### src/hw/rtl/cers_pkg.sv
// Shared constants, register indexes, phase codes and the result record of the ranging sequencer.
package cers_pkg;

  // code length and derived widths
  localparam int CODE_BITS = 4;
  localparam int CNT_W     = $clog2(CODE_BITS + 1);
  localparam int IDX_W     = $clog2(CODE_BITS);
  localparam int CMP_W     = (CODE_BITS > 4) ? CODE_BITS : 4;

  // field widths
  localparam int EXP_W  = 4;
  localparam int TIME_W = 16;
  localparam int BIT_W  = 10;
  localparam int DIST_W = 17;
  localparam int PH_W   = 3;
  localparam int CFG_W  = 16;
  localparam int IDXR_W = 2;
  localparam int IN_W   = 8;
  localparam int OUT_W  = 48;

  // register reset values
  localparam logic [EXP_W-1:0]  EXP_RST  = 4'b1001;
  localparam logic [TIME_W-1:0] TMO_RST  = 16'd45000;
  localparam logic [BIT_W-1:0]  PER_RST  = 10'd500;
  localparam logic [BIT_W-1:0]  WIN_RST  = 10'd100;

  // register indexes
  localparam logic [IDXR_W-1:0] REG_EXPECTED = 2'd0;
  localparam logic [IDXR_W-1:0] REG_TIMEOUT  = 2'd1;
  localparam logic [IDXR_W-1:0] REG_PERIOD   = 2'd2;
  localparam logic [IDXR_W-1:0] REG_WINDOW   = 2'd3;

  // phase codes
  localparam logic [PH_W-1:0] PH_START     = 3'd0;
  localparam logic [PH_W-1:0] PH_WAIT_ACK  = 3'd1;
  localparam logic [PH_W-1:0] PH_WAIT_ECHO = 3'd2;
  localparam logic [PH_W-1:0] PH_READ_CODE = 3'd3;
  localparam logic [PH_W-1:0] PH_DONE      = 3'd4;

  // distance = t*343/200 as (t*DIST_MULT) >> DIST_SHIFT, exact for 16-bit t
  localparam int DIST_MULT  = 28772926;
  localparam int DIST_SHIFT = 24;
  localparam int MULT_W     = 25;
  localparam int PROD_W     = TIME_W + MULT_W;

  // result record, last field in the lowest bits
  typedef struct packed {
    logic [OUT_W-45:0]  pad;
    logic [PH_W-1:0]    phase;
    logic [DIST_W-1:0]  distance_hundredth_cm;
    logic [TIME_W-1:0]  flight_time;
    logic [3:0]         decoded_code;
    logic               codes_match;
    logic               report_valid;
    logic               burst_enable;
    logic               trigger_out;
  } result_t;

endpackage

### src/hw/rtl/coded_echo_ranging_sequencer.sv
// Top level of the coded echo ranging sequencer: input register, phase logic, result register.
//
// Each input transaction is one microsecond tick carrying the sampled acknowledge, echo-detect
// and code pin levels; each tick produces exactly one result transaction with the pin drives,
// the phase and, on the decode tick, the match flag, code, flight time and distance. The block
// takes one tick per clock cycle unless the result is stalled; each accepted tick passes
// through the input register, then the single-pass phase update into the result register.
// The distance is taken from a product register fed by the captured echo time, which settles
// there well before the code bits can be decoded. Configuration writes take effect at the
// next clock edge and should be made while no tick is in flight.
module coded_echo_ranging_sequencer (
  input  logic                            clk,
  input  logic                            rst_n,
  input  logic                            in_tvalid,
  output logic                            in_tready,
  input  logic [cers_pkg::IN_W-1:0]       in_tdata,   // ack_level, detect_level, code_level
  output logic                            out_tvalid,
  input  logic                            out_tready,
  // trigger_out, burst_enable, report_valid, codes_match, decoded_code[4],
  // flight_time[16], distance_hundredth_cm[17], phase[3]
  output logic [cers_pkg::OUT_W-1:0]      out_tdata,
  input  logic                            cfg_we,
  input  logic [cers_pkg::IDXR_W-1:0]     cfg_index,
  input  logic [cers_pkg::CFG_W-1:0]      cfg_wdata
);

  // configuration
  logic [cers_pkg::EXP_W-1:0]   expected_r;
  logic [cers_pkg::TIME_W-1:0]  timeout_r;
  logic [cers_pkg::BIT_W-1:0]   period_r;
  logic [cers_pkg::BIT_W-1:0]   window_r;

  // stream registers
  logic                         in_valid_r;
  logic                         ack_r, det_r, cod_r;
  logic                         out_valid_r;
  cers_pkg::result_t            res_r, res_nxt;
  logic                         adv, step;

  // sequencer state
  logic [cers_pkg::PH_W-1:0]      phase_r, phase_nxt;
  logic [cers_pkg::TIME_W-1:0]    elapsed_r, elapsed_nxt, elapsed_inc;
  logic [cers_pkg::BIT_W-1:0]     bit_timer_r, bit_timer_nxt, bit_timer_inc;
  logic [cers_pkg::CNT_W-1:0]     bit_count_r, bit_count_nxt;
  logic [cers_pkg::CODE_BITS-1:0] code_bits_r, code_bits_nxt;
  logic [cers_pkg::TIME_W-1:0]    echo_time_r, echo_time_nxt;
  logic                           trigger_r, trigger_nxt;
  logic                           burst_r, burst_nxt;

  // decode and distance
  logic [cers_pkg::CODE_BITS-1:0] code_fix;
  logic [cers_pkg::CMP_W-1:0]     code_ext;
  logic [cers_pkg::IDX_W-1:0]     samp_idx;
  logic [cers_pkg::PROD_W-1:0]    dist_prod;
  logic [cers_pkg::DIST_W-1:0]    dist_r;

  assign adv        = !out_valid_r || out_tready;
  assign in_tready  = !in_valid_r || adv;
  assign step       = in_valid_r && adv;
  assign out_tvalid = out_valid_r;
  assign out_tdata  = res_r;

  // polarity fix: a leading zero means the whole code arrived inverted
  assign code_fix = code_bits_r[cers_pkg::CODE_BITS-1] ? code_bits_r : ~code_bits_r;
  assign code_ext = cers_pkg::CMP_W'(code_fix);
  assign samp_idx = cers_pkg::IDX_W'(cers_pkg::CODE_BITS - 1)
                    - bit_count_r[cers_pkg::IDX_W-1:0];

  assign elapsed_inc   = (elapsed_r != '1) ? elapsed_r + 1'b1 : elapsed_r;
  assign bit_timer_inc = (bit_timer_r != '1) ? bit_timer_r + 1'b1 : bit_timer_r;

  assign dist_prod = cers_pkg::PROD_W'(echo_time_r)
                     * cers_pkg::PROD_W'(cers_pkg::DIST_MULT);

  always_comb begin
    phase_nxt     = phase_r;
    elapsed_nxt   = elapsed_r;
    bit_timer_nxt = bit_timer_r;
    bit_count_nxt = bit_count_r;
    code_bits_nxt = code_bits_r;
    echo_time_nxt = echo_time_r;
    trigger_nxt   = trigger_r;
    burst_nxt     = burst_r;
    res_nxt       = '0;

    if (phase_r inside {[cers_pkg::PH_WAIT_ACK:cers_pkg::PH_DONE]}) begin
      elapsed_nxt = elapsed_inc;
      if (phase_r == cers_pkg::PH_READ_CODE) begin
        bit_timer_nxt = bit_timer_inc;
      end
      if (elapsed_inc >= timeout_r) begin
        phase_nxt = cers_pkg::PH_START;
        burst_nxt = 1'b0;
      end else begin
        case (phase_r)
          cers_pkg::PH_WAIT_ACK: begin
            if (ack_r) begin
              trigger_nxt = 1'b0;
              phase_nxt   = cers_pkg::PH_WAIT_ECHO;
            end
          end
          cers_pkg::PH_WAIT_ECHO: begin
            if (det_r) begin
              phase_nxt     = cers_pkg::PH_READ_CODE;
              burst_nxt     = 1'b1;
              echo_time_nxt = elapsed_inc;
              bit_timer_nxt = '0;
            end
          end
          cers_pkg::PH_READ_CODE: begin
            if (bit_count_r >= cers_pkg::CNT_W'(cers_pkg::CODE_BITS)) begin
              burst_nxt                     = 1'b0;
              phase_nxt                     = cers_pkg::PH_DONE;
              res_nxt.report_valid          = 1'b1;
              res_nxt.codes_match           = (code_ext == cers_pkg::CMP_W'(expected_r));
              res_nxt.decoded_code          = code_ext[3:0];
              res_nxt.flight_time           = echo_time_r;
              res_nxt.distance_hundredth_cm = dist_r;
            end else if (bit_timer_inc >= period_r) begin
              bit_count_nxt = bit_count_r + 1'b1;
              bit_timer_nxt = '0;
            end else if (bit_timer_inc <= window_r) begin
              code_bits_nxt[samp_idx] = cod_r;
            end
          end
          default: begin
            // done: hold until the timeout restarts the cycle
          end
        endcase
      end
    end else begin
      // start phase, and unused codes behave the same
      elapsed_nxt   = '0;
      bit_timer_nxt = '0;
      bit_count_nxt = '0;
      code_bits_nxt = '0;
      trigger_nxt   = 1'b1;
      burst_nxt     = 1'b0;
      phase_nxt     = cers_pkg::PH_WAIT_ACK;
    end

    res_nxt.trigger_out  = trigger_nxt;
    res_nxt.burst_enable = burst_nxt;
    res_nxt.phase        = phase_nxt;
  end

  always_ff @(posedge clk) begin
    if (!rst_n) begin
      expected_r <= cers_pkg::EXP_RST;
      timeout_r  <= cers_pkg::TMO_RST;
      period_r   <= cers_pkg::PER_RST;
      window_r   <= cers_pkg::WIN_RST;
    end else if (cfg_we) begin
      case (cfg_index)
        cers_pkg::REG_EXPECTED: expected_r <= cfg_wdata[cers_pkg::EXP_W-1:0];
        cers_pkg::REG_TIMEOUT:  timeout_r  <= cfg_wdata[cers_pkg::TIME_W-1:0];
        cers_pkg::REG_PERIOD:   period_r   <= cfg_wdata[cers_pkg::BIT_W-1:0];
        cers_pkg::REG_WINDOW:   window_r   <= cfg_wdata[cers_pkg::BIT_W-1:0];
        default: ;
      endcase
    end
  end

  always_ff @(posedge clk) begin
    if (!rst_n) begin
      in_valid_r  <= 1'b0;
      out_valid_r <= 1'b0;
    end else begin
      if (in_tready) begin
        in_valid_r <= in_tvalid;
      end
      if (adv) begin
        out_valid_r <= in_valid_r;
      end
    end
  end

  always_ff @(posedge clk) begin
    if (in_tready && in_tvalid) begin
      ack_r <= in_tdata[0];
      det_r <= in_tdata[1];
      cod_r <= in_tdata[2];
    end
    if (step) begin
      res_r <= res_nxt;
    end
    dist_r <= dist_prod[cers_pkg::DIST_SHIFT +: cers_pkg::DIST_W];
  end

  always_ff @(posedge clk) begin
    if (!rst_n) begin
      phase_r     <= cers_pkg::PH_START;
      elapsed_r   <= '0;
      bit_timer_r <= '0;
      bit_count_r <= '0;
      code_bits_r <= '0;
      echo_time_r <= '0;
      trigger_r   <= 1'b0;
      burst_r     <= 1'b0;
    end else if (step) begin
      phase_r     <= phase_nxt;
      elapsed_r   <= elapsed_nxt;
      bit_timer_r <= bit_timer_nxt;
      bit_count_r <= bit_count_nxt;
      code_bits_r <= code_bits_nxt;
      echo_time_r <= echo_time_nxt;
      trigger_r   <= trigger_nxt;
      burst_r     <= burst_nxt;
    end
  end

endmodule

### config.mk
export PLATFORM = sky130hd
export DESIGN_NAME = coded_echo_ranging_sequencer
export DESIGN_NICKNAME = d
export VERILOG_FILES = /design/src/hw/rtl/cers_pkg.sv /design/src/hw/rtl/coded_echo_ranging_sequencer.sv
export SDC_FILE = /design/constraint.sdc
export NUM_CORES = 1
export LEC_CHECK = 0
export ABC_AREA = 0
export BUFFER_PORTS_ARGS = -buffer_cell sky130_fd_sc_hd__buf_2
export CAP_MARGIN = 15
export CORE_MARGIN = 8
export CORE_UTILIZATION = 61
export CTS_CLUSTER_SIZE = 8
export DETAILED_ROUTE_END_ITERATION = 16
export PLACE_DENSITY_LB_ADDON = 0.05
export SLEW_MARGIN = 0
export SYNTH_ARGS = -nofsm -noshare
export SYNTH_HDL_FRONTEND = slang
export SYNTH_SLANG_ARGS = --single-unit
### constraint.sdc
create_clock -name clk -period 8.5 [get_ports clk]
set_clock_uncertainty 0.15 [all_clocks]
set_input_delay 1.275 -clock clk [delete_from_list [all_inputs] [get_ports clk]]
set_output_delay 1.275 -clock clk [all_outputs]
set_load 0.05 [all_outputs]
==> PnR_summary.wiki, run 1 <==
{| class="wikitable"
! Metric !! Value
|-
| Average vias per placed instance || 5.62
|-
| XOR/XNOR share of the synthesized area || 2.72%
|-
| Overall power || 0.00174 W
|-
| Portion of netlist area occupied by mux cells || 1.40%
|-
| Endpoints failing hold || 0
|-
| Headroom to the max-slew limit || 31.9%
|-
| Number of maximum-capacitance constraint violations || 0
|-
| Worst-path clk slew || 70 ps
|-
| Run status || completed
|-
| Placed Area || 0.0144 mm²
|-
| Unrepaired setup endpoints after global routing || no
|-
| Worst vdd ir || 0.125 mV
|-
| Maximum clock frequency || 157 MHz
|-
| Wire length after detailed routing || 31100 µm
|-
| Library cells used by synthesis || 71
|-
| PwrDens || 116 mW/mm²
|-
| Worst-skew pair later-pin latency || 440 ps
|-
| Post-layout min period || 6350 ps
|-
| Largest family of logic cells by synthesized area || adder cells
|-
| Htree depth || 4
|-
| Total of flip-flops plus latches after synthesis || 160
|-
| Sequential area share after synthesis || 26.6%
|-
| Number of instances resized during post-cts repair || 0
|-
| Worst slack on hold paths || 317 ps
|-
| Syn Std Cell Area || 0.0138 mm²
|-
| Setup TNS after final layout || 0 ps
|-
| Via count of the first global-routing pass || 10000
|-
| Die boundary height || 167 µm
|-
| Fin area || 0.0150 mm²
|-
| Clock tree from TritonCTS || yes
|-
| Number of synthesized flops with an enable pin || 47
|-
| Number of standard cells after synthesis || 1415
|-
| Leading cell types in the layout, fill and taps excluded || sky130_fd_sc_hd__inv_1 (240), sky130_fd_sc_hd__ha_1 (203), sky130_fd_sc_hd__fa_1 (129)
|-
| Std cell rows || 55
|-
| Post-synthesis simple-gate area fraction || 12.6%
|-
| Crit share post-route || 74.7%
|-
| Number of search-and-repair iterations in the first detailed-routing pass || 5
|-
| Worst endpoint data arrival time || 6510 ps
|-
| Largest buffer count on any clock path || 2
|-
| Synth async-reset ratio || 0%
|-
| Top Ports || 81
|-
| Final-report setup violation count || 0
|-
| DRC violation count after routing || 0
|-
| Reported leakage power || 7.75 nW
|-
| Leading cell type in the layout, fill and taps excluded || sky130_fd_sc_hd__inv_1
|-
| Top Layer Used || met4
|-
| HPWL after DPL || 25000 µm
|-
| Total overflow reported by the global router || 0
|-
| Clk Tree Root Cell || sky130_fd_sc_hd__clkbuf_16
|-
| TritonCTS Sinks || 160
|-
| Total Die Area || 0.0278 mm²
|-
| Core Region || 0.0224 mm²
|-
| Required time of the critical path || 8660 ps
|-
| Number of buffers created by CTS || 17
|-
| Tot GR Track Use || 22.7%
|-
| Critical Setup Path Class || flip-flop to flip-flop
|-
| Largest net degree at the start of global routing || 91
|-
| Count of vias placed by the detailed router || 9947
|-
| Startpoint types || flip-flop
|-
| Class of the tightest hold or removal check || flip-flop to flip-flop
|-
| Post-route antenna net violation count || 0
|-
| Detailed route wirelength on metal2 || 15700 µm
|-
| Initial standard-cell utilization of the core || 61.7%
|-
| Number of nets in the layout || 1834
|-
| Number of pins with negative max-slew slack in the final report || 0
|-
| Count of buffers inserted at the top-level ports || 71
|-
| Critical Path Fanout Max || 8
|-
| Kind of capture point of the worst setup path || flip-flop
|-
| Total routed wire length on the met1 layer || 13400 µm
|-
| Post-CTS setup buffer count || 0
|-
| Yosys Warn Count || 0
|-
| Global placer's final weighted congestion || 0.917
|-
| Hold-fix buffers, CTS || 0
|-
| Most common flop cell mapped by yosys || sky130_fd_sc_hd__dfxtp_1
|-
| Adder-Cell Fraction of Synth Area || 37.0%
|-
| Wire length of the first global-routing pass || 50800 µm
|-
| Post-synthesis area per instance || 9.78 µm²
|-
| Share of cells above drive strength 1 || 8.83%
|-
| Die Width || 167 µm
|-
| Initial antenna violation count || 0
|-
| Slew of the pin with the lowest slew margin || 1020 ps
|-
| 1st-iter DRT viols || 613
|-
| Total met3 wirelength after detailed routing || 1170 µm
|-
| Diodes inserted || 0
|-
| Synth Area in Compound Gates || 11.6%
|-
| Synthesis-to-finish area growth || 8.72%
|-
| Routed wire per std cell || 17.6 µm
|}
[where the power goes]
| part | leakage [nW] | switching [W] | internal, W | total (W) |
|---|---|---|---|---|
| Combinational | 6.12 | 0.0000972 | 0.0000366 | 0.000134 |
| Clock | 0.299 | 0.000356 | 0.000440 | 0.000796 |
| Sequential | 1.33 | 0.00000868 | 0.000805 | 0.000814 |
| Total | 7.75 | 0.000462 | 0.00128 | 0.00174 |
[synthesized netlist by cell type, drive strengths merged, types with 2 or more instances]
cell,instances,area share (%)
a2111oi,4,0.30
a211o,2,0.13
a211oi,3,0.16
a21boi,21,1.1
a21o,21,1.1
a21oi,45,1.6
a22oi,15,0.81
a31oi,11,0.50
a32o,4,0.29
a41oi,2,0.13
and2,37,1.7
and3,15,0.69
and4,5,0.33
buf,10,0.52
clkbuf,36,0.98
dfxtp,113,16
edfxtp,47,10
fa,129,19
ha,203,18
inv,241,6.5
mux2,3,0.24
mux2i,16,1.2
nand2,117,3.2
nand2b,9,0.41
nand3,25,0.90
nand4,19,0.86
nor2,30,0.83
nor2b,41,1.9
nor3,19,0.69
nor3b,4,0.22
o2111ai,2,0.13
o211a,5,0.36
o211ai,30,1.6
o21a,11,0.60
o21ai,35,1.3
o21bai,5,0.27
o2bb2ai,3,0.19
o41ai,2,0.13
or2,7,0.32
or3,5,0.23
or4,2,0.14
xnor2,26,1.6
xor2,17,1.1
[state kept, by name, indices dropped and copies added (netlist names), 10 cells and up]
name	flops
out_tdata	44
bit_timer_r	10
period_r	10
elapsed_r	16
timeout_r	16
window_r	10
echo_time_r	16
dist_r	17
[cells by family after synthesis]
| logic type | after synthesis |
|---|---|
| DFF | 160 |
| other | 1 |
| AOI/OAI and AO/OA | 234 |
| muxes | 19 |
| adders and majority gates | 332 |
| and+or+nand+nor | 339 |
| xor gates and xnor gates | 43 |
| buffers and inverters | 287 |
[critical path: stages (launching register included)]
cell and delay [ps]:
sky130_fd_sc_hd__dfxtp_1 560, sky130_fd_sc_hd__fa_1 490, sky130_fd_sc_hd__inv_1 160, sky130_fd_sc_hd__fa_1 470
sky130_fd_sc_hd__fa_1 530, sky130_fd_sc_hd__fa_1 560, sky130_fd_sc_hd__inv_1 60, sky130_fd_sc_hd__fa_1 510
sky130_fd_sc_hd__inv_1 60, sky130_fd_sc_hd__fa_1 530, sky130_fd_sc_hd__inv_1 40, sky130_fd_sc_hd__ha_1 350
sky130_fd_sc_hd__a21o_1 180, sky130_fd_sc_hd__a21oi_1 130, sky130_fd_sc_hd__nor2b_1 60, sky130_fd_sc_hd__a2111oi_0 360
sky130_fd_sc_hd__o21ai_0 210, sky130_fd_sc_hd__a211oi_1 460, sky130_fd_sc_hd__o221ai_1 200, sky130_fd_sc_hd__xor2_1 170
[metrics by stage]
stage	setup WS [ps]	cells	util [%]
CTS	2180	1768	66.9
detailed placement	2190	1736	64.2
finish	2150	1769	67.0
floorplan	2800	1418	-
global placement	2240	1736	64.2
global route	1950	1769	67.0
[worst paths after layout]
path,start,endpoint,slack (ps),cells after the start
worst max-delay path,echo_time_r[13],dist_r[4],2150,19
worst min-delay path,window_r[8],window_r[8],320,2
worst max register to register,echo_time_r[13],dist_r[4],2150,19
worst min register to register,window_r[8],window_r[8],320,2
[routing by layer]
layer / vias up / track usage [%]
met5: - / 0
met2: 220 / 40.8
met4: 0 / 7.83
met3: 55 / 3.52
met1: 4811 / 27.3
li1: 4861 / -
[cell type report]
cell class                 count  area [µm²]
multi-input combinational    971        9060
fill                        1815        7390
sequential                   160        3670
inverter                     241         905
clock buffer                  19         464
timing repair buffer          80         443
tap                          285         357
clock inverter                13         134
Power figures use the tool's default switching activity.
==> run 2, diff against run 1 <==
--- a/config.mk
+++ b/config.mk
@@ -5,7 +5,7 @@
 export SDC_FILE = /design/constraint.sdc
 export NUM_CORES = 1
 export LEC_CHECK = 0
-export ABC_AREA = 0
+export ABC_AREA = 1
 export BUFFER_PORTS_ARGS = -buffer_cell sky130_fd_sc_hd__buf_2
 export CAP_MARGIN = 15
 export CORE_MARGIN = 8
==> constraint.sdc (replaced) <==
create_clock -name clk -period 6.6 [get_ports clk]
set_clock_uncertainty 0.15 [all_clocks]
set_input_delay 0.99 -clock clk [delete_from_list [all_inputs] [get_ports clk]]
set_output_delay 0.99 -clock clk [all_outputs]
set_load 0.05 [all_outputs]
==> PnR_summary.wiki, run 2 <==
{| class="wikitable"
! Metric !! Value
|-
| Top Ports || 81 (unchanged)
|-
| Average vias per placed instance || 5.35 (-4.8%)
|-
| Worst vdd ir || 0.158 mV (+27%)
|-
| Final non-filler cell total || 2148 (+21%)
|-
| Total Die Area || 0.0289 mm² (+4.0%)
|-
| Sequential area share after synthesis || 25.4% (-1.1 points)
|-
| Number of instances resized during post-cts repair || 0 (unchanged)
|-
| Headroom to the max-slew limit || 37.4% (+5.5 points)
|-
| Commonest cells in the netlist || sky130_fd_sc_hd__inv_1 (370), sky130_fd_sc_hd__nand2_1 (271), sky130_fd_sc_hd__ha_1 (203)
|-
| Final WS setup || 945 ps (-1200 ps)
|-
| Top cell type's share of synthesized area || 17.9% (-0.80 points)
|-
| Hold-fix buffers, CTS || 0 (unchanged)
|-
| Setup TNS after final layout || 0 ps (unchanged)
|-
| Core Region || 0.0234 mm² (+4.3%)
|-
| Worst-path clk slew || 70 ps (about the same)
|-
| Die boundary height || 170 µm (+2.0%)
|-
| PwrDens || 145 mW/mm² (+25%)
|-
| TritonCTS Sinks || 160 (unchanged)
|-
| Std cell rows || 56 (+1.8%)
|-
| Crit share post-route || 85.7% (+11 points)
|-
| Largest buffer count on any clock path || 2 (unchanged)
|-
| Via count of the first global-routing pass || 11800 (+18%)
|-
| Final-report setup violation count || 0 (unchanged)
|-
| Largest net degree at the start of global routing || 59 (-35%)
|-
| Number of synthesized flops with an enable pin || 47 (unchanged)
|-
| Yosys Warn Count || 0 (unchanged)
|-
| Number of pins with negative max-slew slack in the final report || 0 (unchanged)
|-
| Reported leakage power || 8.17 nW (+5.4%)
|-
| Global placer's final weighted congestion || 0.964 (+5.2%)
|-
| Post-layout min period || 5650 ps (-696 ps)
|-
| Post-synthesis area per instance || 8.27 µm² (-15%)
|-
| Required time of the critical path || 6780 ps (-1880 ps)
|-
| Share of cells above drive strength 1 || 7.98% (-0.84 points)
|-
| Synth async-reset ratio || 0% (unchanged)
|-
| Most common flop cell mapped by yosys || sky130_fd_sc_hd__dfxtp_1
|-
| Worst setup timing slack at the placement stage || 972 ps (-1220 ps)
|-
| Number of search-and-repair iterations in the first detailed-routing pass || 6 (+1)
|-
| Run status || completed
|-
| Number of standard cells after synthesis || 1747 (+23%)
|-
| Htree depth || 4 (unchanged)
|-
| Wire length of the first global-routing pass || 57400 µm (+13%)
|-
| Library cells used by synthesis || 49 (-31%)
|-
| Worst endpoint data arrival time || 5840 ps (-670 ps)
|-
| Number of buffers created by CTS || 17 (unchanged)
|-
| Maximum clock frequency || 177 MHz (+12%)
|-
| Leading cell type in the layout, fill and taps excluded || sky130_fd_sc_hd__inv_1
|-
| Startpoint types || flip-flop
|-
| Worst slack on hold paths || 314 ps (-2.82 ps)
|-
| Post-CTS setup buffer count || 0 (unchanged)
|-
| Number of nets in the layout || 2179 (+19%)
|-
| Cells on Worst Hold Path || 2 (unchanged)
|-
| Fin util || 67.1% (+0.081 points)
|-
| Total of flip-flops plus latches after synthesis || 160 (unchanged)
|-
| Wire length after detailed routing || 34900 µm (+12%)
|-
| Unrepaired setup endpoints after global routing || no
|-
| Setup slack of the worst register-to-register path || 950 ps (-1200 ps)
|-
| Count of buffers inserted at the top-level ports || 71 (unchanged)
|-
| Die Width || 170 µm (+2.0%)
|-
| Synthesis-to-finish area growth || 8.68% (about the same)
|-
| Critical Path Fanout Max || 7 (-1)
|-
| Endpoints failing hold || 0 (unchanged)
|-
| Syn Std Cell Area || 0.0145 mm² (+4.5%)
|-
| Worst-skew pair later-pin latency || 440 ps (about the same)
|-
| Class of the tightest hold or removal check || flip-flop to flip-flop
|-
| Total overflow reported by the global router || 0 (unchanged)
|-
| Clock tree from TritonCTS || yes
|-
| Depth of the worst register-to-register path || 20 (+1)
|-
| Number of placed instances, taps included || 2116 (+22%)
|-
| Count of vias placed by the detailed router || 11500 (+16%)
|-
| Clk Tree Root Cell || sky130_fd_sc_hd__clkbuf_16
|-
| DRC violation count after routing || 0 (unchanged)
|-
| Tot GR Track Use || 25.2% (+2.4 points)
|-
| Post-route antenna net violation count || 0 (unchanged)
|-
| Max FFs per register || 44 (unchanged)
|-
| Initial standard-cell utilization of the core || 61.8% (+0.095 points)
|-
| Largest area contributor in the synthesized netlist || sky130_fd_sc_hd__fa_1
|-
| Cell with the most instances after synthesis || sky130_fd_sc_hd__inv_1
|-
| Critical Setup Path Class || flip-flop to flip-flop
|-
| Cell types with the largest area share after synthesis || sky130_fd_sc_hd__fa_1 (18%), sky130_fd_sc_hd__ha_1 (18%), sky130_fd_sc_hd__dfxtp_1 (16%)
|-
| Diodes inserted || 0 (unchanged)
|-
| 1st-iter DRT viols || 683 (+11%)
|-
| Kind of capture point of the worst setup path || flip-flop
|-
| Number of maximum-capacitance constraint violations || 0 (unchanged)
|-
| HPWL after DPL || 28800 µm (+15%)
|-
| Slew of the pin with the lowest slew margin || 938 ps (-78.7 ps)
|-
| Initial antenna violation count || 0 (unchanged)
|-
| Leading cell types in the layout, fill and taps excluded || sky130_fd_sc_hd__inv_1 (370), sky130_fd_sc_hd__nand2_1 (271), sky130_fd_sc_hd__ha_1 (203)
|-
| Routed wire per std cell || 16.3 µm (-7.6%)
|-
| Number of filler cells placed in the layout || 2072 (+14%)
|}
## run 2: worst max-delay path: stages (launching register included)
cell	delay, ps
sky130_fd_sc_hd__dfxtp_1	470
sky130_fd_sc_hd__fa_1	480
sky130_fd_sc_hd__inv_1	170
sky130_fd_sc_hd__fa_1	470
sky130_fd_sc_hd__fa_1	550
sky130_fd_sc_hd__fa_1	560
sky130_fd_sc_hd__inv_1	50
sky130_fd_sc_hd__fa_1	500
sky130_fd_sc_hd__inv_1	60
sky130_fd_sc_hd__fa_1	530
sky130_fd_sc_hd__inv_1	50
sky130_fd_sc_hd__ha_1	350
sky130_fd_sc_hd__nand2_1	100
sky130_fd_sc_hd__nor2_1	240
sky130_fd_sc_hd__nand2_1	80
sky130_fd_sc_hd__o21ai_0	280
sky130_fd_sc_hd__nand2_1	110
sky130_fd_sc_hd__nand2_1	130
sky130_fd_sc_hd__nand2_1	80
sky130_fd_sc_hd__nand3_1	70
sky130_fd_sc_hd__nand2_1	50
## run 2: cell type report
type / count / area [µm²] / area share, %
tap: 319 / 399 / 2.54
timing repair buffer: 78 / 408 / 2.60
clock inverter: 14 / 136 / 0.868
inverter: 378 / 1420 / 9.05
multi-input combinational: 1181 / 9220 / 58.7
clock buffer: 18 / 450 / 2.87
sequential: 160 / 3670 / 23.4
## run 2: kinds of logic (layout without fill, tap and decap cells)
logic type,count (synthesis),count (layout),synth area share (%)
AOI/OAI and AO/OA,260,260,9.99
other,1,4,0.0259
and+or+nand+nor,550,550,16.0
adders and majority gates,332,332,35.4
DFF,160,160,25.4
buffers and inverters,409,488,10.9
xor gates and xnor gates,35,35,2.22
## run 2: layer usage
layer | vias up | wire [µm] | share of wire [%] | GRT usage, %
met2 | 291 | 17700 | 51 | 45.6
met5 | - | 0 | 0 | 0
met1 | 5444 | 14300 | 41 | 29.4
met3 | 88 | 1430 | 4.1 | 3.24
li1 | 5675 | - | - | -
met4 | 0 | 1420 | 4.1 | 11.3
## run 2: final timing paths
| check | startpoint | endpoint |
|---|---|---|
| max | echo_time_r[14] | dist_r[12] |
| min | timeout_r[1] | timeout_r[1] |
| max reg2reg | echo_time_r[14] | dist_r[12] |
| min reg2reg | timeout_r[1] | timeout_r[1] |
## run 2: power by group
group,internal [W],switching (W),leakage (nW)
clock,0.000524,0.000465,0.285
combinational,0.0000695,0.000168,6.52
sequential,0.00104,0.0000132,1.37
total,0.00164,0.000646,8.17
## run 2: through the flow
| stage | area (µm²) | total power (W) |
|---|---|---|
| floorplan | 14500 | 0.00125 |
| global placement | 15100 | 0.00131 |
| detailed placement | 15100 | 0.00132 |
| CTS | 15700 | 0.00231 |
| global route | 15700 | 0.00237 |
| finish | 15700 | 0.00228 |
